File: config.mk
export PLATFORM = sky130hd
export DESIGN_NAME = double_ended_queue_top
export DESIGN_NICKNAME = d
export VERILOG_FILES = /design/src/hw/rtl/dq_pkg.sv /design/src/hw/rtl/double_ended_queue_top.sv
export SDC_FILE = /design/constraint.sdc
export NUM_CORES = 2
export LEC_CHECK = 0
export BUFFER_PORTS_ARGS = -buffer_cell sky130_fd_sc_hd__buf_2
export CORE_MARGIN = 2
export CORE_UTILIZATION = 29
export CTS_BUF_LIST = sky130_fd_sc_hd__clkbuf_2
export DETAILED_ROUTE_END_ITERATION = 8
export GPL_ROUTABILITY_DRIVEN = 0
export SETUP_SLACK_MARGIN = 0.1
export SLEW_MARGIN = 10
export SYNTH_ARGS = -nofsm -noshare
export SYNTH_HDL_FRONTEND = slang
export SYNTH_SLANG_ARGS = --single-unit
File: constraint.sdc
create_clock -name clk -period 16.1 [get_ports clk]
set_clock_uncertainty 0.15 [all_clocks]
set_input_delay 3.22 -clock clk [delete_from_list [all_inputs] [get_ports clk]]
set_output_delay 3.22 -clock clk [all_outputs]
set_load 0.03 [all_outputs]
File: src/hw/rtl/dq_pkg.sv
`timescale 1ns / 1ps
`default_nettype none
// ----------------------------------------------------------------------------
// dq_pkg - shared definitions for the double-ended queue
// Operation codes, status codes and controller state type.
// ----------------------------------------------------------------------------
package dq_pkg;

    localparam int MODE_W   = 3;
    localparam int STATUS_W = 2;
    localparam int BYTE_W   = 8;
    localparam int COUNT_W  = 9;

    // operation codes
    localparam logic [MODE_W-1:0] OP_PUSH_FRONT = 3'd0;
    localparam logic [MODE_W-1:0] OP_PUSH_BACK  = 3'd1;
    localparam logic [MODE_W-1:0] OP_POP_FRONT  = 3'd2;
    localparam logic [MODE_W-1:0] OP_POP_BACK   = 3'd3;
    localparam logic [MODE_W-1:0] OP_READ_IDX   = 3'd4;
    localparam logic [MODE_W-1:0] OP_WRITE_IDX  = 3'd5;

    // status codes
    localparam logic [STATUS_W-1:0] ST_OK    = 2'd0;
    localparam logic [STATUS_W-1:0] ST_EMPTY = 2'd1;
    localparam logic [STATUS_W-1:0] ST_FULL  = 2'd2;
    localparam logic [STATUS_W-1:0] ST_RANGE = 2'd3;

    typedef enum logic [1:0] {
        S_IDLE = 2'b01,
        S_READ = 2'b10
    } dq_state_t;

endpackage
`default_nettype wire

File: src/hw/rtl/double_ended_queue_top.sv
`timescale 1ns / 1ps
`default_nettype none
// ----------------------------------------------------------------------------
// double_ended_queue_top - bounded deque of elements in a ring buffer
// Push/pop at either end plus indexed read and write, one result per item.
// ----------------------------------------------------------------------------
// Usage:
//   Input channel s_axis_*: tuser carries the operation code, tdata the
//   value and the index. Output channel m_axis_*: tdata carries the popped
//   or read element and the element count, tuser the status code.
//   Every accepted item yields exactly one result item.
// Timing / throughput:
//   Pushes, writes, errors and unused codes: result valid the cycle after
//   acceptance, one item per cycle sustained if the receiver keeps up.
//   Successful pops and reads: the ring memory has a registered read port,
//   so the element goes through rd_data_reg and the S_READ state to the
//   output register; no new item is taken while in S_READ.
// Reset:
//   Asynchronous, active low. The queue comes up empty (head and count
//   zero); memory contents are not cleared and need no clearing pass,
//   since only entries filled by a push or write can be read.
// Stall:
//   A result waits in the output register while m_axis_tready is low; no
//   new item is taken until that register is free or being drained.
// ----------------------------------------------------------------------------
module double_ended_queue_top #(
    parameter int CAPACITY   = 256,
    parameter int DATA_WIDTH = 8
) (
    input  wire logic        clk,
    input  wire logic        rst_n,
    // input items
    input  wire logic        s_axis_tvalid,
    output logic             s_axis_tready,
    input  wire logic [15:0] s_axis_tdata,   // [7:0] value, [15:8] index
    input  wire logic [dq_pkg::MODE_W-1:0] s_axis_tuser, // [2:0] mode
    // result items
    output logic             m_axis_tvalid,
    input  wire logic        m_axis_tready,
    output logic [23:0]      m_axis_tdata,   // [7:0] data_out, [16:8] count, rest 0
    output logic [dq_pkg::STATUS_W-1:0] m_axis_tuser // [1:0] status
);
    import dq_pkg::*;

    localparam int PW = (CAPACITY > 1) ? $clog2(CAPACITY) : 1;   // ring pointer
    localparam int CW = $clog2(CAPACITY + 1);                     // element count
    localparam int EW = (CW > BYTE_W) ? CW : BYTE_W;              // compare width
    localparam int XW = (DATA_WIDTH > BYTE_W) ? DATA_WIDTH : BYTE_W;

    // ring storage, one port, registered read
    logic [DATA_WIDTH-1:0] ring_mem [CAPACITY];
    logic [DATA_WIDTH-1:0] rd_data_reg;

    dq_state_t      state_reg, state_next;
    logic [PW-1:0]  head_reg, head_next;
    logic [CW-1:0]  count_reg, count_next;

    logic                 out_valid_reg;
    logic [BYTE_W-1:0]    out_data_reg;
    logic [COUNT_W-1:0]   out_count_reg;
    logic [STATUS_W-1:0]  out_status_reg;

    logic [MODE_W-1:0] mode;
    logic [BYTE_W-1:0] value;
    logic [BYTE_W-1:0] index;
    logic              accept;

    logic [EW-1:0]   offset;
    logic [EW:0]     pos_sum;
    logic [PW-1:0]   pos;
    logic [PW-1:0]   head_dec;
    logic            full, empty, idx_bad;

    logic            mem_we, mem_re, is_read;
    logic [PW-1:0]   mem_addr;
    logic [STATUS_W-1:0] status_c;
    logic [XW-1:0]   value_x, rd_x;

    assign mode  = s_axis_tuser;
    assign value = s_axis_tdata[7:0];
    assign index = s_axis_tdata[15:8];

    assign s_axis_tready = (state_reg == S_IDLE) && (!out_valid_reg || m_axis_tready);
    assign accept        = s_axis_tvalid && s_axis_tready;

    assign full    = (count_reg == CW'(CAPACITY));
    assign empty   = (count_reg == '0);
    assign idx_bad = (EW'(index) >= EW'(count_reg));

    // ring position = (head + offset) mod CAPACITY, valid for offset up to CAPACITY
    always_comb
    begin
        case (mode)
            OP_PUSH_BACK: offset = EW'(count_reg);
            OP_POP_FRONT: offset = EW'(1);
            OP_POP_BACK:  offset = EW'(count_reg) - EW'(1);
            default:      offset = EW'(index);
        endcase
    end

    assign pos_sum  = (EW+1)'(head_reg) + (EW+1)'(offset);
    assign pos      = (pos_sum >= (EW+1)'(CAPACITY)) ? PW'(pos_sum - (EW+1)'(CAPACITY))
                                                     : PW'(pos_sum);
    assign head_dec = (head_reg == '0) ? PW'(CAPACITY - 1) : head_reg - PW'(1);

    // operation decode; errors leave head and count untouched
    always_comb
    begin
        head_next  = head_reg;
        count_next = count_reg;
        mem_we     = 1'b0;
        mem_re     = 1'b0;
        mem_addr   = pos;
        is_read    = 1'b0;
        status_c   = ST_OK;
        unique case (mode)
            OP_PUSH_FRONT:
            begin
                if (full)
                    status_c = ST_FULL;
                else
                begin
                    head_next  = head_dec;
                    count_next = count_reg + CW'(1);
                    mem_addr   = head_dec;
                    mem_we     = 1'b1;
                end
            end
            OP_PUSH_BACK:
            begin
                if (full)
                    status_c = ST_FULL;
                else
                begin
                    count_next = count_reg + CW'(1);
                    mem_we     = 1'b1;
                end
            end
            OP_POP_FRONT:
            begin
                if (empty)
                    status_c = ST_EMPTY;
                else
                begin
                    mem_addr   = head_reg;
                    mem_re     = 1'b1;
                    is_read    = 1'b1;
                    head_next  = pos;
                    count_next = count_reg - CW'(1);
                end
            end
            OP_POP_BACK:
            begin
                if (empty)
                    status_c = ST_EMPTY;
                else
                begin
                    mem_re     = 1'b1;
                    is_read    = 1'b1;
                    count_next = count_reg - CW'(1);
                end
            end
            OP_READ_IDX:
            begin
                if (idx_bad)
                    status_c = ST_RANGE;
                else
                begin
                    mem_re  = 1'b1;
                    is_read = 1'b1;
                end
            end
            OP_WRITE_IDX:
            begin
                if (idx_bad)
                    status_c = ST_RANGE;
                else
                    mem_we = 1'b1;
            end
            default: ;  // unused codes: ok, no change
        endcase
    end

    always_comb
    begin
        state_next = state_reg;
        unique case (state_reg)
            S_IDLE: if (accept && is_read) state_next = S_READ;
            S_READ: state_next = S_IDLE;
            default: state_next = S_IDLE;
        endcase
    end

    assign value_x = XW'(value);
    assign rd_x    = XW'(rd_data_reg);

    // memory port
    always_ff @(posedge clk)
    begin
        if (accept && mem_we)
            ring_mem[mem_addr] <= value_x[DATA_WIDTH-1:0];
        if (accept && mem_re)
            rd_data_reg <= ring_mem[mem_addr];
    end

    // control state
    always_ff @(posedge clk or negedge rst_n)
    begin
        if (!rst_n)
        begin
            state_reg     <= S_IDLE;
            head_reg      <= '0;
            count_reg     <= '0;
            out_valid_reg <= 1'b0;
        end
        else
        begin
            state_reg <= state_next;
            if (accept)
            begin
                head_reg  <= head_next;
                count_reg <= count_next;
            end
            if (accept)
                out_valid_reg <= !is_read;       // reads finish from the S_READ state
            else if (state_reg == S_READ)
                out_valid_reg <= 1'b1;
            else if (m_axis_tready)
                out_valid_reg <= 1'b0;
        end
    end

    // result payload
    always_ff @(posedge clk)
    begin
        if (accept)
        begin
            out_data_reg   <= '0;
            out_count_reg  <= COUNT_W'(count_next);
            out_status_reg <= status_c;
        end
        else if (state_reg == S_READ)
            out_data_reg <= rd_x[BYTE_W-1:0];
    end

    assign m_axis_tvalid = out_valid_reg;
    assign m_axis_tdata  = {7'd0, out_count_reg, out_data_reg};
    assign m_axis_tuser  = out_status_reg;

endmodule
`default_nettype wire
### Word-level counts from Yosys, hierarchy flattened

Memory sizes are Yosys's and may differ from the RTL's. A register that Yosys moved wholly into a read port is not among the register bits.
Index checks and enable logic that the tools add are counted.

* output and inout port bits: 28
* memories: 1
* input port bits: 23
* logic and storage cells: 70
* flip-flop bits (word level): 39
* bits in read-only memories: 0
* RAM bits: 2048
* bits in latches: 0

Memory list
* ring_mem: depth 256, bits a word 8, read ports 1, clocked after Yosys merged registers in 1, write ports 1, RTL line double_ended_queue_top.sv:51 `logic [DATA_WIDTH-1:0] ring_mem [CAPACITY];`

* equality and inequality tests: 11
* $add $sub $neg: 5
* reduce and logical (&&, ||, !) cells: 16
* shift-type cells: 0
* bitwise operators: 0
* $lt $le $gt $ge: 2
* $mul: 0
* div/mod/pow operators: 0
* mux-type cells: 28

Operators with widths (count)
* 8-bit 2-to-1 mux: 6
* 8-bit case mux with 2 select lines: 2
* 9-bit case mux with 3 select lines: 1
* 9-bit 2-to-1 mux: 2
* 9-bit case mux with 2 select lines: 1
* 8-bit by 1-bit subtractor with 8-bit output (second input constant): 2
* 8-bit by 9-bit adder with 10-bit output: 1
* 10-bit by 9-bit greater-or-equal comparator with 1-bit output (second input constant): 1
* 9-bit by 1-bit adder with 9-bit output (second input constant): 1
* 9-bit == test (second input constant): 1
* 8-bit by 9-bit greater-or-equal comparator with 1-bit output: 1
* 9-bit zero test: 1
* 1-bit 2-to-1 mux: 9
* 9-bit by 1-bit subtractor with 9-bit output (second input constant): 1
* 8-bit zero test: 1
* 2-bit 2-to-1 mux: 4
* 3-bit by 2-bit == test with 1-bit output (second input constant): 2
* 3-bit == test (second input constant): 2
* 2-bit case mux with 3 select lines: 1
* 2-bit OR reduction: 3
* 1-bit logical AND: 4
* 2-bit inequality test (second input constant): 2
* 1-bit case mux with 2 select lines: 2
* 4-bit AND reduction: 1
* 9 further kinds: 10

### Longest topological paths before layout

* depth after elaboration: 7
* gate-level depth with buffers: 22
* depth with buffers taken out: 17

### Worst setup path before layout

OpenSTA, ideal clock, no wires.

* path kind: input to register
* start point: in s_axis_tuser[2] in the netlist's numbering
* end point: mem ring_mem[112][0] (enable)
* setup time: 0.395 ns
* cell stages on the path: 17
* data arrival time: 7.630 ns
* data required time: 15.555 ns
* path slack: 7.925 ns
* path buffers: 6
* path through: buf_2 -> clkbuf_1 -> nand2b_1 -> o21ai_0 -> a22o_1 -> ha_1 -> a211oi_1 -> o21ai_0 -> a221o_1 -> o221a_2 -> clkbuf_1 -> nor2_1 -> clkbuf_1 -> buf_2 -> nand2_1 -> buf_1 -> nor4_1

* word-level cells in the longest chain between the ends: 7
* elaborated cells on any way between the ends: 18
* those cells by class: add/sub: 2; order compare: 1; eq/ne: 4; mux: 8; reduce/logical: 3

RTL lines
* from (decl): RTL line double_ended_queue_top.sv:36 `input wire logic [dq_pkg::MODE_W-1:0] s_axis_tuser,`
* 3-bit by 2-bit == test with 1-bit output, or another cell as far along: RTL line double_ended_queue_top.sv:93 `case (mode)`
* 9-bit case mux with 3 select lines: RTL line double_ended_queue_top.sv:93
* 8-bit by 9-bit adder with 10-bit output: RTL line double_ended_queue_top.sv:101 `assign pos_sum = (EW+1)'(head_reg) + (EW+1)'(offset);`
* 8-bit by 1-bit subtractor with 8-bit output / 10-bit by 9-bit greater-or-equal comparator with 1-bit output (equally long branches): RTL line double_ended_queue_top.sv:102 `assign pos = (pos_sum >= (EW+1)'(CAPACITY)) ? PW'(pos_sum - (EW+1)'(CAPACITY))`
* 8-bit 2-to-1 mux: RTL line double_ended_queue_top.sv:102
* 8-bit 2-to-1 mux, on equally long branches: RTL line double_ended_queue_top.sv:141, double_ended_queue_top.sv:119
* 8-bit case mux with 2 select lines: RTL line double_ended_queue_top.sv:116 `unique case (mode)`
* to (decl): RTL line double_ended_queue_top.sv:51

Parallel ways exist; a longest one is shown, timed or not.

### Final worst setup path

* start point: in s_axis_tuser[2] in the netlist's numbering
* end point: reg rd_data_reg[6] (read register of ring_mem) (data pin)

* word-level cells in the longest chain between the ends: 7
* elaborated cells on any way between the ends: 16
* those cells by class: add/sub: 2; order compare: 1; eq/ne: 4; mux: 6; reduce/logical: 3

RTL lines
* 3-bit by 2-bit == test with 1-bit output / 3-bit by 1-bit == test with 1-bit output (equally long branches): RTL line double_ended_queue_top.sv:93, double_ended_queue_top.sv:116
* 9-bit case mux with 3 select lines: RTL line double_ended_queue_top.sv:93
* 8-bit by 9-bit adder with 10-bit output: RTL line double_ended_queue_top.sv:101
* 8-bit by 1-bit subtractor with 8-bit output / 10-bit by 9-bit greater-or-equal comparator with 1-bit output (equally long branches): RTL line double_ended_queue_top.sv:102
* 8-bit 2-to-1 mux: RTL line double_ended_queue_top.sv:102
* 8-bit 2-to-1 mux, on equally long branches: RTL line double_ended_queue_top.sv:141, double_ended_queue_top.sv:119
* 8-bit case mux with 2 select lines: RTL line double_ended_queue_top.sv:116
* to (decl): RTL line double_ended_queue_top.sv:52 `logic [DATA_WIDTH-1:0] rd_data_reg;`

Parallel ways exist; a longest one is shown, timed or not.
A chain may end at the register's enable or synchronous reset.

==> summary.md <==
| Metric | Value |
|---|---|
| CP max FO | 50 |
| Crit share post-route | 52.0% |
| Final worst slack | between 7 and 8 ns |
| Fin. Hold Viols | 0 |
| Drt total wl | around 240,000 um |
| RSZ-0062 raised after global routing | no |
| Global-route wire length before repair | ~340,000 um |
| Chip Height | 544 um |
| WP depth | 16 |
| CTS tree | built |
| Final core occ | roughly a third |
| Initial antenna violation count | 15 |
| Synthesis-to-layout area growth | 12.1% |
| Worst min path class | reg2reg |
| Synth Cell Area | approximately 85,000 sq um |
| Dpl cell area | approximately 90,000 sq um |
| Post-CTS setup buffers | 0 |
| Largest net degree at the start of global routing | roughly 170 |
| Cell variety after synth | roughly 80 |
| I/O Buffers | 43 |
| Fin crit period | 8.38 ns |
| Hold path cells | 2 |
| Crit end category | flop |
| Critical Path Source Type | input port |
| Finished Cell Area | roughly 95,000 sq um |
| Final hold slack | 0.313 ns |
| Worst path cell trace | buf_2, nor2_1, a221o_1, a22o_1, fa_1, xnor2_1, o22ai_1, or2_1, or2_4, buf_4, buf_4, o22ai_1, o21ai_0, nand4_1, o31ai_1, mux2i_1 |
| Drc violations | 0 |
| Status | finished clean |
| Htree depth | 6 |
| Final layout net count | 5,729 |
| Power Dens Cells | roughly 180 nW/um^2 |
| Max-slew violation count | 0 |
| Max reg flops | 2,048 |
| I/O pin cnt | 51 |
| Sequential fraction of the synthesis area | between 70% and 80% |
| Post-synth EDFFs | approximately 2,100 |
| Placed Cells | 9,061 |
| Peak supply drop | between 0.15 and 0.2 mV |
| DR vias/cell | ~5 |
| Async S/R FF share, synth | 0.955% |
| FMAX | 0.119 GHz |
| Wire length per cell | 23.9 um |
| R2R depth | 14 |
| YS warnings | 0 |
| Largest delay share family, worst path | compound AO/OA/AOI/OAI gates |
| Synthesis-stage register bit count | around 2,100 |
| Drt first pass iters | 7 |
| Die area | a little under 300,000 sq um |
| Worst EP required | about 17 ns |
| Synthesized instance count | between 5,000 and 6,000 |
| Avg Cell Area, Syn | around 16 sq um |
| Clock sinks | around 2,100 |
| GRT Util Overall | between 10% and 20% |
| Synth top area cells | edfxtp_1, mux2i_1, mux4_2, nand2_1, o22ai_1 |
| Vias | between 50,000 and 60,000 |
| Worst-path clk slew | ~0.11 ns |
| TritonCTS Buffers | about 520 |
| Worst slew pin tran | about 1.3 ns |
| Routed Antenna Nets | 0 |
| Setup TNS | 0 ns |
| Clock Latency Late Sink | 1.79 ns |
| Initial Utilization | 29.1% |
| Total Power | between 15 and 20 mW |
| Row cnt | 198 |
| Root buf cell | clkbuf_2 |
| Remaining global-route overflow | 0 |
| Non-Filler Instances | between 9,000 and 10,000 |
| Slew margin rel. | between 10 and 15% |
| Bufs and invs on worst path | 3 |
| Ratio of cells with drive above 1 in the final layout | between 20% and 30% |
| Main synth FF type | edfxtp_1 |
| Max cap viols | 0 |
| Dpl ws | ~6 ns |
| Leading area contributor after synthesis | edfxtp_1 |
| Most frequent cells in the layout | edfxtp_1, clkbuf_2, nand2_1 |
| Number of global-route vias before repair | around 50,000 |
| Commonest non-fill, non-tap cell in the layout | edfxtp_1 |
| FILL cells | 28,400 |
| Post_cts resized | 0 |
| Cts-stage hold buffer count | 0 |
| Core Region | roughly 290,000 sq um |
| Initial DRC Count | between 5,000 and 6,000 |
| CTS max path bufs | 4 |
| Slowest stage delay, CP | 0.89 ns |
| Critical path arrival | between 9 and 10 ns |
| Count of final setup violators | 0 |
| HPWL Detailed | 140,000 um |
| Die Wd | 544 um |
| WS Path Type | in2reg |
| Leak Pwr | approximately 31 nW |
| Area share of the largest cell type after synthesis | 73.3% |
| Crit path max-delay cell type | o21ai_0 |
[routing by layer]
metal / GRT usage (%) / part of all wire [%]
met1: 21.3 / 42
met5: 0 / 0.014
met2: 24.6 / 47
met4: 4.73 / 2.5
met3: 3.54 / 9.0
[cells in the mapped netlist (all sizes together), types with 5 or more instances]
library cell / instances
a211oi: 5
a21o: 6
a21oi: 205
a221o: 6
a22o: 11
a22oi: 69
a31oi: 13
a32o: 8
and2: 5
and3: 17
and4: 14
and4b: 7
buf: 187
clkbuf: 196
dfrtp: 19
dfxtp: 8
edfxtp: 2067
ha: 19
inv: 14
mux2i: 529
mux4: 124
nand2: 628
nand2b: 7
nand3: 168
nand3b: 8
nand4: 26
nor2: 104
nor2b: 7
nor3: 58
nor4: 250
o21a: 19
o21ai: 96
o22ai: 279
o31ai: 41
or3: 8
xnor2: 14
[path summary, 6_finish.rpt]
check,start,endpoint,slack [ns]
min reg2reg,out_data_reg[7],out_data_reg[7],0.31
min in group asynchronous,rst_n,count_reg[1],1.25
min,out_data_reg[7],out_data_reg[7],0.31
max in group asynchronous,rst_n,head_reg[7],14.00
max,s_axis_tuser[2],rd_data_reg[6],7.72
max reg2reg,count_reg[0],rd_data_reg[6],8.97
[logic make-up after synthesis]
| family | share of synthesized area (%) |
|---|---|
| adder cells (fa/ha/maj) | 0.304 |
| other | 0.00443 |
| buffers and inverters | 2.57 |
| AND/OR/NAND/NOR | 7.48 |
| XOR/XNOR | 0.176 |
| AO/OA/AOI/OAI | 5.85 |
| multiplexers | 9.56 |
| flip-flops | 74.1 |
[worst min-delay path: stages (launching register included)]
cell	delay, ns
dfxtp_1	0.32
nand2_1	0.05
a21oi_1	0.05
[cell type report]
| class | count | area (sq um) | area share [%] |
|---|---|---|---|
| sequential | 2095 | 62700 | 66.1 |
| multi-input combinational | 2813 | 20900 | 22.0 |
| tap | 3900 | 4880 | 5.14 |
| clock buffer | 722 | 3610 | 3.81 |
| timing repair buffer | 237 | 1900 | 2.00 |
| clock inverter | 111 | 836 | 0.880 |
| inverter | 17 | 63.8 | 0.0672 |
| antenna | 12 | 30.0 | 0.0316 |
[power by group]
group / internal, mW / leakage, nW / switching (mW)
logic: 2.08 / 9.10 / 5.02
clock network: 1.39 / 3.39 / 2.14
registers: 6.06 / 18.9 / 0.0791
total: 9.53 / 31.4 / 7.24
(Power assumes the default switching activity.)
